**src/rtl/matrix_keypad_scanner_top_defines.svh**
```systemverilog
// Assertion macros used by the RTL of the keypad scanner.
`ifndef MATRIX_KEYPAD_SCANNER_TOP_DEFINES_SVH
`define MATRIX_KEYPAD_SCANNER_TOP_DEFINES_SVH

// Overlapping implication: the consequent must hold in the same cycle.
`define MKS_ASSERT_SAME(label, clk, rst_n, ante, cons) \
	label: assert property (@(posedge clk) disable iff (!rst_n) (ante) |-> (cons)) \
		else $error("assertion failed: label");

// Non-overlapping implication: the consequent must hold in the next cycle.
`define MKS_ASSERT_NEXT(label, clk, rst_n, ante, cons) \
	label: assert property (@(posedge clk) disable iff (!rst_n) (ante) |=> (cons)) \
		else $error("assertion failed: label");

`endif

```
**src/rtl/mks_pkg.sv**
```systemverilog
package mks_pkg;

	localparam int unsigned COL_W     = 4;
	localparam int unsigned ROW_W     = 4;
	localparam int unsigned KEY_W     = 8;
	localparam int unsigned TIMER_W   = 16;
	localparam int unsigned CFG_IDX_W = 3;
	localparam int unsigned CFG_DAT_W = 32;
	localparam int unsigned NUM_ROWS  = 4;

	localparam logic [COL_W-1:0] COLS_IDLE = 4'h0F;
	localparam logic [COL_W-1:0] COL0_LOW  = 4'h0E;
	localparam logic [COL_W-1:0] COL1_LOW  = 4'h0D;
	localparam logic [COL_W-1:0] COL2_LOW  = 4'h0B;
	localparam logic [COL_W-1:0] COL3_LOW  = 4'h07;

	localparam logic [TIMER_W-1:0]   DEBOUNCE_RESET = 16'd20;
	localparam logic [KEY_W-1:0]     LAST_KEY_RESET = 8'd110;
	localparam logic [CFG_DAT_W-1:0] KEYMAP_ROW0_RESET = 32'd724775473;
	localparam logic [CFG_DAT_W-1:0] KEYMAP_ROW1_RESET = 32'd758527284;
	localparam logic [CFG_DAT_W-1:0] KEYMAP_ROW2_RESET = 32'd708393015;
	localparam logic [CFG_DAT_W-1:0] KEYMAP_ROW3_RESET = 32'd792539235;

	typedef enum logic [1:0] {
		PH_PRESS,
		PH_CONFIRM,
		PH_SCAN,
		PH_RELEASE
	} phase_t;

	typedef enum logic [CFG_IDX_W-1:0] {
		REG_DEBOUNCE    = 3'd0,
		REG_KEYMAP_ROW0 = 3'd1,
		REG_KEYMAP_ROW1 = 3'd2,
		REG_KEYMAP_ROW2 = 3'd3,
		REG_KEYMAP_ROW3 = 3'd4
	} cfg_reg_t;

	typedef struct packed {
		logic       hit;
		logic [1:0] col;
	} col_hit_t;

	// Maps a one-hot-low column code to its column number.
	function automatic col_hit_t col_decode(input logic [COL_W-1:0] levels);
		col_hit_t res;
		res = '{hit: 1'b1, col: 2'd0};
		unique case (levels)
			COL0_LOW: res.col = 2'd0;
			COL1_LOW: res.col = 2'd1;
			COL2_LOW: res.col = 2'd2;
			COL3_LOW: res.col = 2'd3;
			default:  res.hit = 1'b0;
		endcase
		return res;
	endfunction

endpackage

```
**src/rtl/mks_col_if.sv**
```systemverilog
interface mks_col_if;
	logic                      valid;
	logic                      ready;
	logic [mks_pkg::COL_W-1:0] col_levels;

	modport source (output valid, output col_levels, input ready);
	modport sink   (input valid, input col_levels, output ready);
endinterface

```
**src/rtl/mks_key_if.sv**
```systemverilog
interface mks_key_if;
	logic                      valid;
	logic                      ready;
	logic [mks_pkg::ROW_W-1:0] row_drive;
	logic                      key_valid;
	logic [mks_pkg::KEY_W-1:0] key_code;

	modport source (output valid, output row_drive, output key_valid, output key_code,
		input ready);
	modport sink   (input valid, input row_drive, input key_valid, input key_code,
		output ready);
endinterface

```
**src/rtl/mks_cfg_if.sv**
```systemverilog
interface mks_cfg_if;
	logic                          valid;
	logic                          ready;
	logic [mks_pkg::CFG_IDX_W-1:0] index;
	logic [mks_pkg::CFG_DAT_W-1:0] data;

	modport source (output valid, output index, output data, input ready);
	modport sink   (input valid, input index, input data, output ready);
endinterface

```
**src/rtl/matrix_keypad_scanner_top.sv**
```systemverilog
// Tick-driven scanner for a 4x4 key matrix. Every request on col_in is one tick
// and carries the active-low column levels seen under the row drive of the
// previous result; every tick gives exactly one result on key_out with the row
// drive for the next tick, a key_valid flag when a released key is reported,
// and the last decoded key code. The block takes one tick per clock cycle when
// not stalled: the state update and the result are formed combinationally and
// held in a single output register, which is refilled in the same cycle that
// the consumer takes it, so a stall on key_out holds col_in only while the
// result register is full and not being drained. Configuration registers
// (debounce count, and the four key-table rows) are written through cfg and
// always accepted; they should only be changed while no tick is in flight.

`include "matrix_keypad_scanner_top_defines.svh"

module matrix_keypad_scanner_top (
	input logic           clk,
	input logic           arst_n,
	mks_cfg_if.sink       cfg,
	mks_col_if.sink       col_in,
	mks_key_if.source     key_out
);

	// Configuration registers.
	logic [mks_pkg::TIMER_W-1:0]   debounce_q;
	logic [mks_pkg::CFG_DAT_W-1:0] keymap_q [mks_pkg::NUM_ROWS];

	// Scanner state.
	mks_pkg::phase_t             phase_q, phase_d;
	logic [mks_pkg::TIMER_W-1:0] timer_q, timer_d;
	logic [1:0]                  scan_row_q, scan_row_d;
	logic [mks_pkg::KEY_W-1:0]   last_key_q, last_key_d;

	// Result register.
	logic                      out_valid_q;
	logic [mks_pkg::ROW_W-1:0] row_drive_q, row_drive_d;
	logic                      key_valid_q, key_valid_d;
	logic [mks_pkg::KEY_W-1:0] key_code_q;

	logic                        accept;
	logic [mks_pkg::TIMER_W-1:0] limit;
	logic [mks_pkg::TIMER_W:0]   timer_inc;
	logic                        sample_due;
	logic                        cols_idle;
	mks_pkg::col_hit_t           hit;
	logic [mks_pkg::CFG_DAT_W-1:0] row_codes;

	assign cfg.ready = 1'b1;

	// A new tick can enter whenever the result register is empty or is being
	// drained in this cycle.
	assign col_in.ready = !out_valid_q || key_out.ready;
	assign accept       = col_in.valid && col_in.ready;

	always_ff @(posedge clk or negedge arst_n) begin
		if (!arst_n) begin
			debounce_q  <= mks_pkg::DEBOUNCE_RESET;
			keymap_q[0] <= mks_pkg::KEYMAP_ROW0_RESET;
			keymap_q[1] <= mks_pkg::KEYMAP_ROW1_RESET;
			keymap_q[2] <= mks_pkg::KEYMAP_ROW2_RESET;
			keymap_q[3] <= mks_pkg::KEYMAP_ROW3_RESET;
		end else if (cfg.valid) begin
			unique case (cfg.index)
				mks_pkg::REG_DEBOUNCE:    debounce_q  <= cfg.data[mks_pkg::TIMER_W-1:0];
				mks_pkg::REG_KEYMAP_ROW0: keymap_q[0] <= cfg.data;
				mks_pkg::REG_KEYMAP_ROW1: keymap_q[1] <= cfg.data;
				mks_pkg::REG_KEYMAP_ROW2: keymap_q[2] <= cfg.data;
				mks_pkg::REG_KEYMAP_ROW3: keymap_q[3] <= cfg.data;
				default: ;
			endcase
		end
	end

	// A debounce count of zero samples on every tick, the same as one.
	assign limit      = (debounce_q == '0) ? mks_pkg::TIMER_W'(1) : debounce_q;
	assign timer_inc  = {1'b0, timer_q} + (mks_pkg::TIMER_W+1)'(1);
	assign sample_due = timer_inc >= {1'b0, limit};
	assign cols_idle  = col_in.col_levels == mks_pkg::COLS_IDLE;
	assign hit        = mks_pkg::col_decode(col_in.col_levels);
	assign row_codes  = keymap_q[scan_row_q];

	// Next-state logic for one tick.
	always_comb begin
		phase_d    = phase_q;
		timer_d    = timer_q;
		scan_row_d = scan_row_q;
		last_key_d = last_key_q;
		unique case (phase_q)
			mks_pkg::PH_PRESS: begin
				timer_d = sample_due ? '0 : timer_inc[mks_pkg::TIMER_W-1:0];
				if (sample_due && !cols_idle) begin
					phase_d = mks_pkg::PH_CONFIRM;
				end
			end
			mks_pkg::PH_CONFIRM: begin
				timer_d = sample_due ? '0 : timer_inc[mks_pkg::TIMER_W-1:0];
				if (sample_due) begin
					if (cols_idle) begin
						// The confirm sample was clear: treat it as a bounce.
						phase_d = mks_pkg::PH_PRESS;
					end else begin
						phase_d    = mks_pkg::PH_SCAN;
						scan_row_d = 2'd0;
					end
				end
			end
			mks_pkg::PH_SCAN: begin
				if (!cols_idle) begin
					// Several columns low at once keeps the previous key.
					if (hit.hit) begin
						last_key_d = row_codes[{hit.col, 3'b000} +: mks_pkg::KEY_W];
					end
					phase_d = mks_pkg::PH_RELEASE;
				end else begin
					scan_row_d = scan_row_q + 2'd1;
				end
			end
			mks_pkg::PH_RELEASE: begin
				if (cols_idle) begin
					phase_d = mks_pkg::PH_PRESS;
					timer_d = '0;
				end
			end
			default: phase_d = mks_pkg::PH_PRESS;
		endcase
	end

	// Result of the tick: only the scanned row is grounded while scanning.
	always_comb begin
		row_drive_d = '0;
		key_valid_d = 1'b0;
		if (phase_d == mks_pkg::PH_SCAN) begin
			row_drive_d = ~(mks_pkg::ROW_W'(1) << scan_row_d);
		end
		if (phase_q == mks_pkg::PH_RELEASE && cols_idle) begin
			key_valid_d = 1'b1;
		end
	end

	always_ff @(posedge clk or negedge arst_n) begin
		if (!arst_n) begin
			phase_q     <= mks_pkg::PH_PRESS;
			timer_q     <= '0;
			scan_row_q  <= 2'd0;
			last_key_q  <= mks_pkg::LAST_KEY_RESET;
			out_valid_q <= 1'b0;
		end else begin
			if (accept) begin
				phase_q     <= phase_d;
				timer_q     <= timer_d;
				scan_row_q  <= scan_row_d;
				last_key_q  <= last_key_d;
				out_valid_q <= 1'b1;
			end else if (key_out.ready) begin
				out_valid_q <= 1'b0;
			end
		end
	end

	always_ff @(posedge clk) begin
		if (accept) begin
			row_drive_q <= row_drive_d;
			key_valid_q <= key_valid_d;
			key_code_q  <= last_key_d;
		end
	end

	assign key_out.valid     = out_valid_q;
	assign key_out.row_drive = row_drive_q;
	assign key_out.key_valid = key_valid_q;
	assign key_out.key_code  = key_code_q;

	// A reported key always comes with all rows grounded.
	`MKS_ASSERT_SAME(a_report_all_rows, clk, arst_n,
		out_valid_q && key_valid_q, row_drive_q == '0)

	// While scanning, exactly one row is grounded.
	`MKS_ASSERT_SAME(a_single_row, clk, arst_n,
		out_valid_q && row_drive_q != '0, $onehot(~row_drive_q))

	// An idle tick during the scan moves on to the next row.
	`MKS_ASSERT_NEXT(a_row_advance, clk, arst_n,
		accept && phase_q == mks_pkg::PH_SCAN && cols_idle,
		scan_row_q == 2'($past(scan_row_q) + 2'd1))

	// A key is only reported by a tick taken in the release phase.
	`MKS_ASSERT_NEXT(a_report_from_release, clk, arst_n,
		accept && phase_q != mks_pkg::PH_RELEASE, !key_valid_q)

endmodule
```
**src/flat_wrapper.sv**
```systemverilog
// flat-port wrapper written by rule: the top's interface ports become plain ports
module matrix_keypad_scanner_top_flat 
  (clk, arst_n, cfg_valid, cfg_index, cfg_data, cfg_ready, col_in_valid, col_in_col_levels, col_in_ready, key_out_valid, key_out_row_drive, key_out_key_valid, key_out_key_code, key_out_ready);
  mks_cfg_if cfg_i ();
  mks_col_if col_in_i ();
  mks_key_if key_out_i ();
  input logic clk;
  input logic arst_n;
  input wire logic [$bits(cfg_i.valid)-1:0] cfg_valid;
  input wire logic [$bits(cfg_i.index)-1:0] cfg_index;
  input wire logic [$bits(cfg_i.data)-1:0] cfg_data;
  output wire logic [$bits(cfg_i.ready)-1:0] cfg_ready;
  input wire logic [$bits(col_in_i.valid)-1:0] col_in_valid;
  input wire logic [$bits(col_in_i.col_levels)-1:0] col_in_col_levels;
  output wire logic [$bits(col_in_i.ready)-1:0] col_in_ready;
  output wire logic [$bits(key_out_i.valid)-1:0] key_out_valid;
  output wire logic [$bits(key_out_i.row_drive)-1:0] key_out_row_drive;
  output wire logic [$bits(key_out_i.key_valid)-1:0] key_out_key_valid;
  output wire logic [$bits(key_out_i.key_code)-1:0] key_out_key_code;
  input wire logic [$bits(key_out_i.ready)-1:0] key_out_ready;
  assign cfg_i.valid = cfg_valid;
  assign cfg_i.index = cfg_index;
  assign cfg_i.data = cfg_data;
  assign cfg_ready = cfg_i.ready;
  assign col_in_i.valid = col_in_valid;
  assign col_in_i.col_levels = col_in_col_levels;
  assign col_in_ready = col_in_i.ready;
  assign key_out_valid = key_out_i.valid;
  assign key_out_row_drive = key_out_i.row_drive;
  assign key_out_key_valid = key_out_i.key_valid;
  assign key_out_key_code = key_out_i.key_code;
  assign key_out_i.ready = key_out_ready;
  matrix_keypad_scanner_top u_core (.clk(clk), .arst_n(arst_n), .cfg(cfg_i), .col_in(col_in_i), .key_out(key_out_i));
endmodule
```
**config.mk**
```make
export PLATFORM = sky130hd
export DESIGN_NAME = matrix_keypad_scanner_top_flat
export DESIGN_NICKNAME = d
export VERILOG_FILES = /design/src/rtl/mks_pkg.sv /design/src/rtl/mks_col_if.sv /design/src/rtl/mks_key_if.sv /design/src/rtl/mks_cfg_if.sv /design/src/rtl/matrix_keypad_scanner_top.sv /design/src/flat_wrapper.sv
export VERILOG_INCLUDE_DIRS = /design/src /design/src/rtl
export SDC_FILE = /design/constraint.sdc
export NUM_CORES = 1
export LEC_CHECK = 0
export ABC_AREA = 1
export BUFFER_PORTS_ARGS = -buffer_cell sky130_fd_sc_hd__buf_2
export CAP_MARGIN = 20
export CORE_MARGIN = 2
export CORE_UTILIZATION = 25
export CTS_BUF_LIST = sky130_fd_sc_hd__clkbuf_16
export DETAILED_ROUTE_END_ITERATION = 16
export PLACE_DENSITY = 0.4
export SKIP_LAST_GASP = 1
export SYNTH_ARGS = -nofsm -noshare
export SYNTH_HDL_FRONTEND = slang
export SYNTH_SLANG_ARGS = --single-unit
```
**constraint.sdc**
```tcl
create_clock -name clk -period 5.2 [get_ports clk]
set_input_delay 1.04 -clock clk [delete_from_list [all_inputs] [get_ports clk]]
set_output_delay 1.04 -clock clk [all_outputs]
set_load 0.02 [all_outputs]
```
==> reports/results.ini, run 1 <==
[die]
die_area_um2=37800
ioPinCount=60
start_util_pct=25.4
die_w_um=195
core_um2=35700
rows=69
die_y_um=195

[power_and_ir_drop]
combPwrFrac_pct=33.7
power.switching_fraction_pct=37.9
peakVddDrop_v=0.000211
power.internal_uw=3290
total_power_uw=5310
switchingPower_uw=2010
clkPwrFrac_pct=26.3
power_frac_seq_pct=40.0
powerDensity_nw_per_um2=507
p_leak_uw=0.00474

[detailed_routing]
drc=0
dr.first_iter.drc_count=465
viasPerCell=4.53
routedWlPerCell_um=16.8
first_pass_iters=4
antenna_left=0
vias=7120
wirelength_um=26300

[clocking]
ctsHoldBuffers=0
clk_pin_slew_ns=0.07
post-cts-setup-buffers=0
ctsResizeCount=0
clk-insertion-delay-late_ns=0.44
cts_buffers=17
ctsRootBufferMaster=clkbuf_16
clkSinkCount=186
htreeDepth=4
cts_tree=done
cts_buffer_depth=2

[setup_path]
cp-start-kind=register
worstPathMaxFanout=16
critical_path_class=reg -> reg
cp.required_ns=5.55
crit_path_end_kind=register
cp-startpoint=u_core.timer_q[0]
crit_arrival_ns=3.91
r2r_start=u_core.timer_q[0]

[placed_design]
gp_congestion=0.782
place_hpwl_um=16900
io_buffers=58
placed_area_um2=9820

[logic_synthesis]
ys_seq_area_share_pct=52.9
netlist_area_um2=9070
synth.largest_area_cell=dfrtp_1
synth_nets=1132
synthAdderAreaFrac_pct=3.03
synth-simple-area-share_pct=17.5
synth_compound_area_share_pct=17.5
synth_top_cell_area_share_pct=29.2
synth.area.top_cells=dfrtp_1, dfstp_2, o21ai_0
synth_top_family_by_area=simple AND/OR/NAND/NOR gates
ys_ff_latch=186
syn_inst=1066
avgSynthCellArea_um2=8.51
synth.distinct_cells=40
synth_mux_area_share_pct=0.772
synth-xor-area-share_pct=1.25
yosysWarningCount=0

[cells_and_area]
final_cell_mix=o21ai_0, nand2_1, nor2_1
nets=1164
fill_cells=3856
layout_commonest_cell=o21ai_0
stdcell_area_um2=10500
syn_to_final_growth_pct=15.3
antenna_cells=0
drive_gt1_share_pct=16.8

[timing]
layout_min_cycle_time_ns=3.56
drv_slew=0
finalClockSkew_ns=0.0151
hold_viol_final=0
fin_setup_tns_ns=0
setup_viol=0
fin_crit_sh_pct=68.6
worstMarginPinSlew_ns=0.981
max_slew_margin_pct=34.5
clock.fmax_ghz=0.281
rsz0062_at_grt=false

[global_routing]
grt_pass1_wl_um=41900
grt_max_degree=154
grtUsageTotal_pct=14.4
grt_util_met2_pct=22.7
grt_overflow_total=0
busiest_layer=met2
antenna_found_initial=0
use_met3_pct=2.36
use_met1_pct=20.5
grt_pass1_vias=7018

[flow_run]
maxCapViolations=0

[status]
outcome=complete, no violations

[worst_hold_path]
hold_path_class=in -> async

## cells by family after synthesis
| group | count (synthesis) |
|---|---|
| simple gates | 384 |
| compound gates | 290 |
| flops | 186 |
| buf+inv | 163 |
| fa+ha+maj | 22 |
| xor+xnor | 13 |
| mux | 7 |
| other cells | 1 |
## synthesized netlist by cell type, drive strengths merged
master and instances:
nand4 4, nand3 42, o31ai 1, mux2i 7, nor4 5, and3 1
o221ai 7, nand2 213, a31oi 1, clkbuf 44, a41o 1, dfstp 67
nor2 111, ha 22, edfxtp 13, a21o 2, nand3b 3, o21ai 228
o22ai 12, buf 12, inv 107, o211ai 25, conb 1, xor2 13
o21bai 1, dfrtp 106, nor3 5, a21oi 12
## sequential cells by signal (all words and copies together), names as in the netlist
| name | cells |
|---|---|
| u_core.keymap_q | 128 |
| u_core.debounce_q | 16 |
| u_core.timer_q | 16 |
| u_core.key_out.key_code | 8 |
| u_core.last_key_q | 8 |
| u_core.key_out.row_drive | 4 |
| u_core.phase_q | 2 |
| u_core.scan_row_q | 2 |
| u_core.key_out.key_valid | 1 |
| u_core.key_out.valid | 1 |
## worst max-delay path: stages, from the launching register on
cell and delay (ns):
dfrtp_1 0.42, nand3_1 0.17, nor4_1 0.49, nand3_1 0.23
nor3_1 0.24, xor2_1 0.22, inv_1 0.07, ha_1 0.32
a21oi_1 0.13, nand2_1 0.06, o21bai_1 0.16, a21oi_1 0.24
nand4_2 0.43, o21ai_0 0.30
## metrics by stage
| stage | cells | hold slack (ns) | setup slack [ns] | utilization, % |
|---|---|---|---|---|
| after floorplan | 1066 | 0.448 | 2.24 | - |
| after global placement | 1539 | 0.463 | 1.71 | 27.6 |
| after detailed placement | 1539 | 0.468 | 1.58 | 27.6 |
| after CTS | 1571 | 0.436 | 1.57 | 29.3 |
| after global routing | 1572 | 0.437 | 1.17 | 29.3 |
| final | 1572 | 0.440 | 1.64 | 29.3 |
## metal layers
| metal | vias up | wire length [µm] | share of wire (%) |
|---|---|---|---|
| met5 | - | 0 | 0 |
| met4 | 0 | 281 | 1.1 |
| met3 | 13 | 628 | 2.4 |
| met2 | 86 | 12100 | 46 |
| met1 | 3426 | 13300 | 51 |
| li1 | 3595 | - | - |
## path summary, 6_finish.rpt
kind / to / slack (ns) / cells past startpoint
worst max-delay path: u_core.timer_q[2] / 1.64 / 13
worst min-delay path: u_core.timer_q[2] / 0.44 / 1
worst max register to register: u_core.timer_q[2] / 1.64 / 13
worst min register to register: u_core.last_key_q[6] / 0.48 / 2
max in group asynchronous: u_core.keymap_q[110] / 3.58 / 2
min in group clk: u_core.last_key_q[6] / 0.48 / 2
## final cells by class
class                      count  area (µm²)  area share, %
inverter                     107         402           3.84
tap                          461         577           5.51
multi-input combinational    717        3650           34.9
sequential                   186        4810           45.9
clock buffer                  17         425           4.07
timing repair buffer          69         412           3.93
clock inverter                15         186           1.78
## power groups by stage
stage / Clock [µW] / Sequential (µW) / Combinational (µW)
final: 1400 / 2120 / 1790
after global routing: 1500 / 2170 / 2070
after CTS: 1440 / 2120 / 1810
after detailed placement: 0 / 2140 / 1800
after global placement: 0 / 2150 / 1800
after floorplan: 0 / 2120 / 1250
No activity file was read; power rests on OpenSTA's default activity.
==> run 2, diff against run 1 <==
--- a/config.mk
+++ b/config.mk
@@ -13,7 +13,7 @@
 export CORE_UTILIZATION = 25
 export CTS_BUF_LIST = sky130_fd_sc_hd__clkbuf_16
 export DETAILED_ROUTE_END_ITERATION = 16
-export PLACE_DENSITY = 0.4
+export PLACE_DENSITY = 0.41
 export SKIP_LAST_GASP = 1
 export SYNTH_ARGS = -nofsm -noshare
 export SYNTH_HDL_FRONTEND = slang
==> constraint.sdc (replaced) <==
create_clock -name clk -period 3.25 [get_ports clk]
set_input_delay 0.65 -clock clk [delete_from_list [all_inputs] [get_ports clk]]
set_output_delay 0.65 -clock clk [all_outputs]
set_load 0.02 [all_outputs]
==> run 2 against run 1 <==
Net effect: core utilization increased by 1.1 points; routed wire length decreased by 2.0%; clock skew grew 0.0019 ns; sequential power up 62%; combinational power rose by 73%; fmax grew 17%; die area unchanged; final cell count grew 1.7%; sequential cell count is the same; register-to-register slack worse by 1.4 ns; design area rose by 3.6%; count of clock-buffer cells in the layout is 1 higher; critical path type unchanged; critical endpoint is now u_core.key_out.row_drive[3]; largest cell class unchanged.
==> reports/results.ini, run 2 (synthesis results as in run 1) <==
[flow_run]
maxCapViolations=0

[detailed_routing]
vias=7272
wirelength_um=25800
first_pass_iters=5
drc=0
dr.first_iter.drc_count=526
viasPerCell=4.55
antenna_left=0
routedWlPerCell_um=16.1

[setup_path]
critPathSlowestCell=dfrtp_1
worst-path-buf-inv=3
reg2regPathDepth=20
cpPeakStageDelay_ns=0.42
crit_arrival_ns=3.23
cp.required_ns=3.43
crit_cells=20
cp-start-kind=register
crit_path_end_kind=register
cp_cell_sequence=nand3_2 -> nor4_4 -> buf_4 -> nand3_4 -> buf_6 -> nor2_4 -> xor2_1 -> inv_1 -> ha_1 -> and3_4 -> nand2_2 -> nor2_2 -> nand2_2 -> nand3_4 -> nand2_2 -> nand3_1 -> nand2_2 -> nand2_4 -> nor2_4 -> nor2_2
cp_common_cell=nand2_2
critical_path_class=reg -> reg
critPathTopFamily=simple AND/OR/NAND/NOR gates
worstPathMaxFanout=5

[cells_and_area]
drive_gt1_share_pct=21.6
stdcell_area_um2=10800
layout_commonest_cell=o21ai_0
largestRegisters=u_core.keymap_q (128), u_core.debounce_q (16), u_core.timer_q (16)
largest_register=u_core.keymap_q
antenna_cells=0
nets=1191
final_cell_mix=o21ai_0, nand2_1, dfrtp_1
syn_to_final_growth_pct=19.4
largest_register_ffs=128

[die]
die_w_um=195
ioPinCount=60
die_y_um=195
die_area_um2=37800
core_um2=35700
start_util_pct=25.4
rows=69

[global_routing]
grt_overflow_total=0
grt_max_degree=78
grt_pass1_vias=7107
antenna_found_initial=0
grt_pass1_wl_um=41800
grtUsageTotal_pct=14.1

[timing]
layout_min_cycle_time_ns=3.04
worstMarginPinSlew_ns=0.841
whs_ns=0.220
max_slew_margin_pct=44.0
finalClockSkew_ns=0.0170
hold_viol_final=0
fin_crit_sh_pct=93.6
setup_viol=0
drv_slew=0
clock.fmax_ghz=0.329

[placed_design]
io_buffers=58
place_hpwl_um=16500
placed_area_um2=9990
gp_congestion=0.766

[power_and_ir_drop]
power.internal_uw=5320
combPwrFrac_pct=35.8
p_leak_uw=0.00492
peakVddDrop_v=0.000307
switchingPower_uw=3350
power.switching_fraction_pct=38.6
power_frac_seq_pct=39.6
powerDensity_nw_per_um2=800
clkPwrFrac_pct=24.6

[clocking]
cts_buffers=17
ctsRootBufferMaster=clkbuf_16
clk-insertion-delay-late_ns=0.44
clkSinkCount=186
cts_tree=done
htreeDepth=4
clk_pin_slew_ns=0.07
cts_buffer_depth=2

[worst_hold_path]
hold_path_class=in -> async

[status]
outcome=complete, no violations

run 2: cell count changes in the layout (fill, tap and decap cells not counted), sizes merged:
cell    change
clkinv      +1
clkbuf      +1
buf        +27
bufinv      -2
run 2: metrics by stage:
stage	worst slack [ns]	setup TNS [ns]	instances	power (µW)	utilization (%)
finish	0.207	0	1599	8670	30.4
global route	-0.0291	-0.0460	1599	9380	30.4
CTS	0.0763	0	1592	8520	29.7
detailed placement	0.0976	0	1560	6340	28.0
global placement	0.124	0	1560	6320	28.0
floorplan	0.294	0	1066	5400	-
run 2: final timing paths:
kind	slack, ns	start	end
hold / removal	0.22	arst_n	u_core.timer_q[3]
setup / recovery	0.21	u_core.timer_q[2]	u_core.key_out.row_drive[3]
max in group asynchronous	2.14	arst_n	u_core.keymap_q[123]
setup reg to reg	0.21	u_core.timer_q[2]	u_core.key_out.row_drive[3]
min in group clk	0.47	u_core.last_key_q[5]	u_core.last_key_q[5]
hold reg to reg	0.47	u_core.last_key_q[5]	u_core.last_key_q[5]
run 2: power groups by stage:
stage                     Sequential, µW  Clock (µW)  Combinational (µW)
after floorplan                     3390           0                2010
final                               3440        2130                3100
after CTS                           3430        2220                2870
after global routing                3520        2300                3550
after detailed placement            3470           0                2870
after global placement              3460           0                2860
run 2: final cells by class:
| class | count | area, µm² |
|---|---|---|
| Sequential cell | 186 | 4810 |
| Clock inverter | 14 | 135 |
| Tap cell | 461 | 577 |
| Multi-Input combinational cell | 717 | 3860 |
| Inverter | 107 | 402 |
| Timing Repair Buffer | 96 | 611 |
| Clock buffer | 18 | 450 |
| Fill cell | 3859 | 24800 |
run 2: worst register-to-register path: stages, from the launching register on:
cell and delay [ns]:
dfrtp_1 0.42, nand3_2 0.15, nor4_4 0.22, buf_4 0.17
nand3_4 0.09, buf_6 0.15, nor2_4 0.08, xor2_1 0.19
inv_1 0.07, ha_1 0.29, and3_4 0.20, nand2_2 0.06
nor2_2 0.04, nand2_2 0.12, nand3_4 0.11, nand2_2 0.07
nand3_1 0.08, nand2_2 0.09, nand2_4 0.09, nor2_4 0.11
nor2_2 0.03
run 2: repair_timing:
item                                    CTS  global route
hold endpoints to repair                  0             0
endpoints found under the setup margin    0            24
hold buffers                              0             0
buffers inserted                          0             7
gates resized for setup                   0            46
run 2: per-layer routing:
| layer | track usage, % | vias up | wire [µm] |
|---|---|---|---|
| met2 | 21.0 | 137 | 11400 |
| li1 | - | 3645 | - |
| met1 | 21.1 | 3475 | 13200 |
| met5 | 0 | - | 0 |
| met3 | 2.76 | 15 | 895 |
| met4 | 3.33 | 0 | 215 |
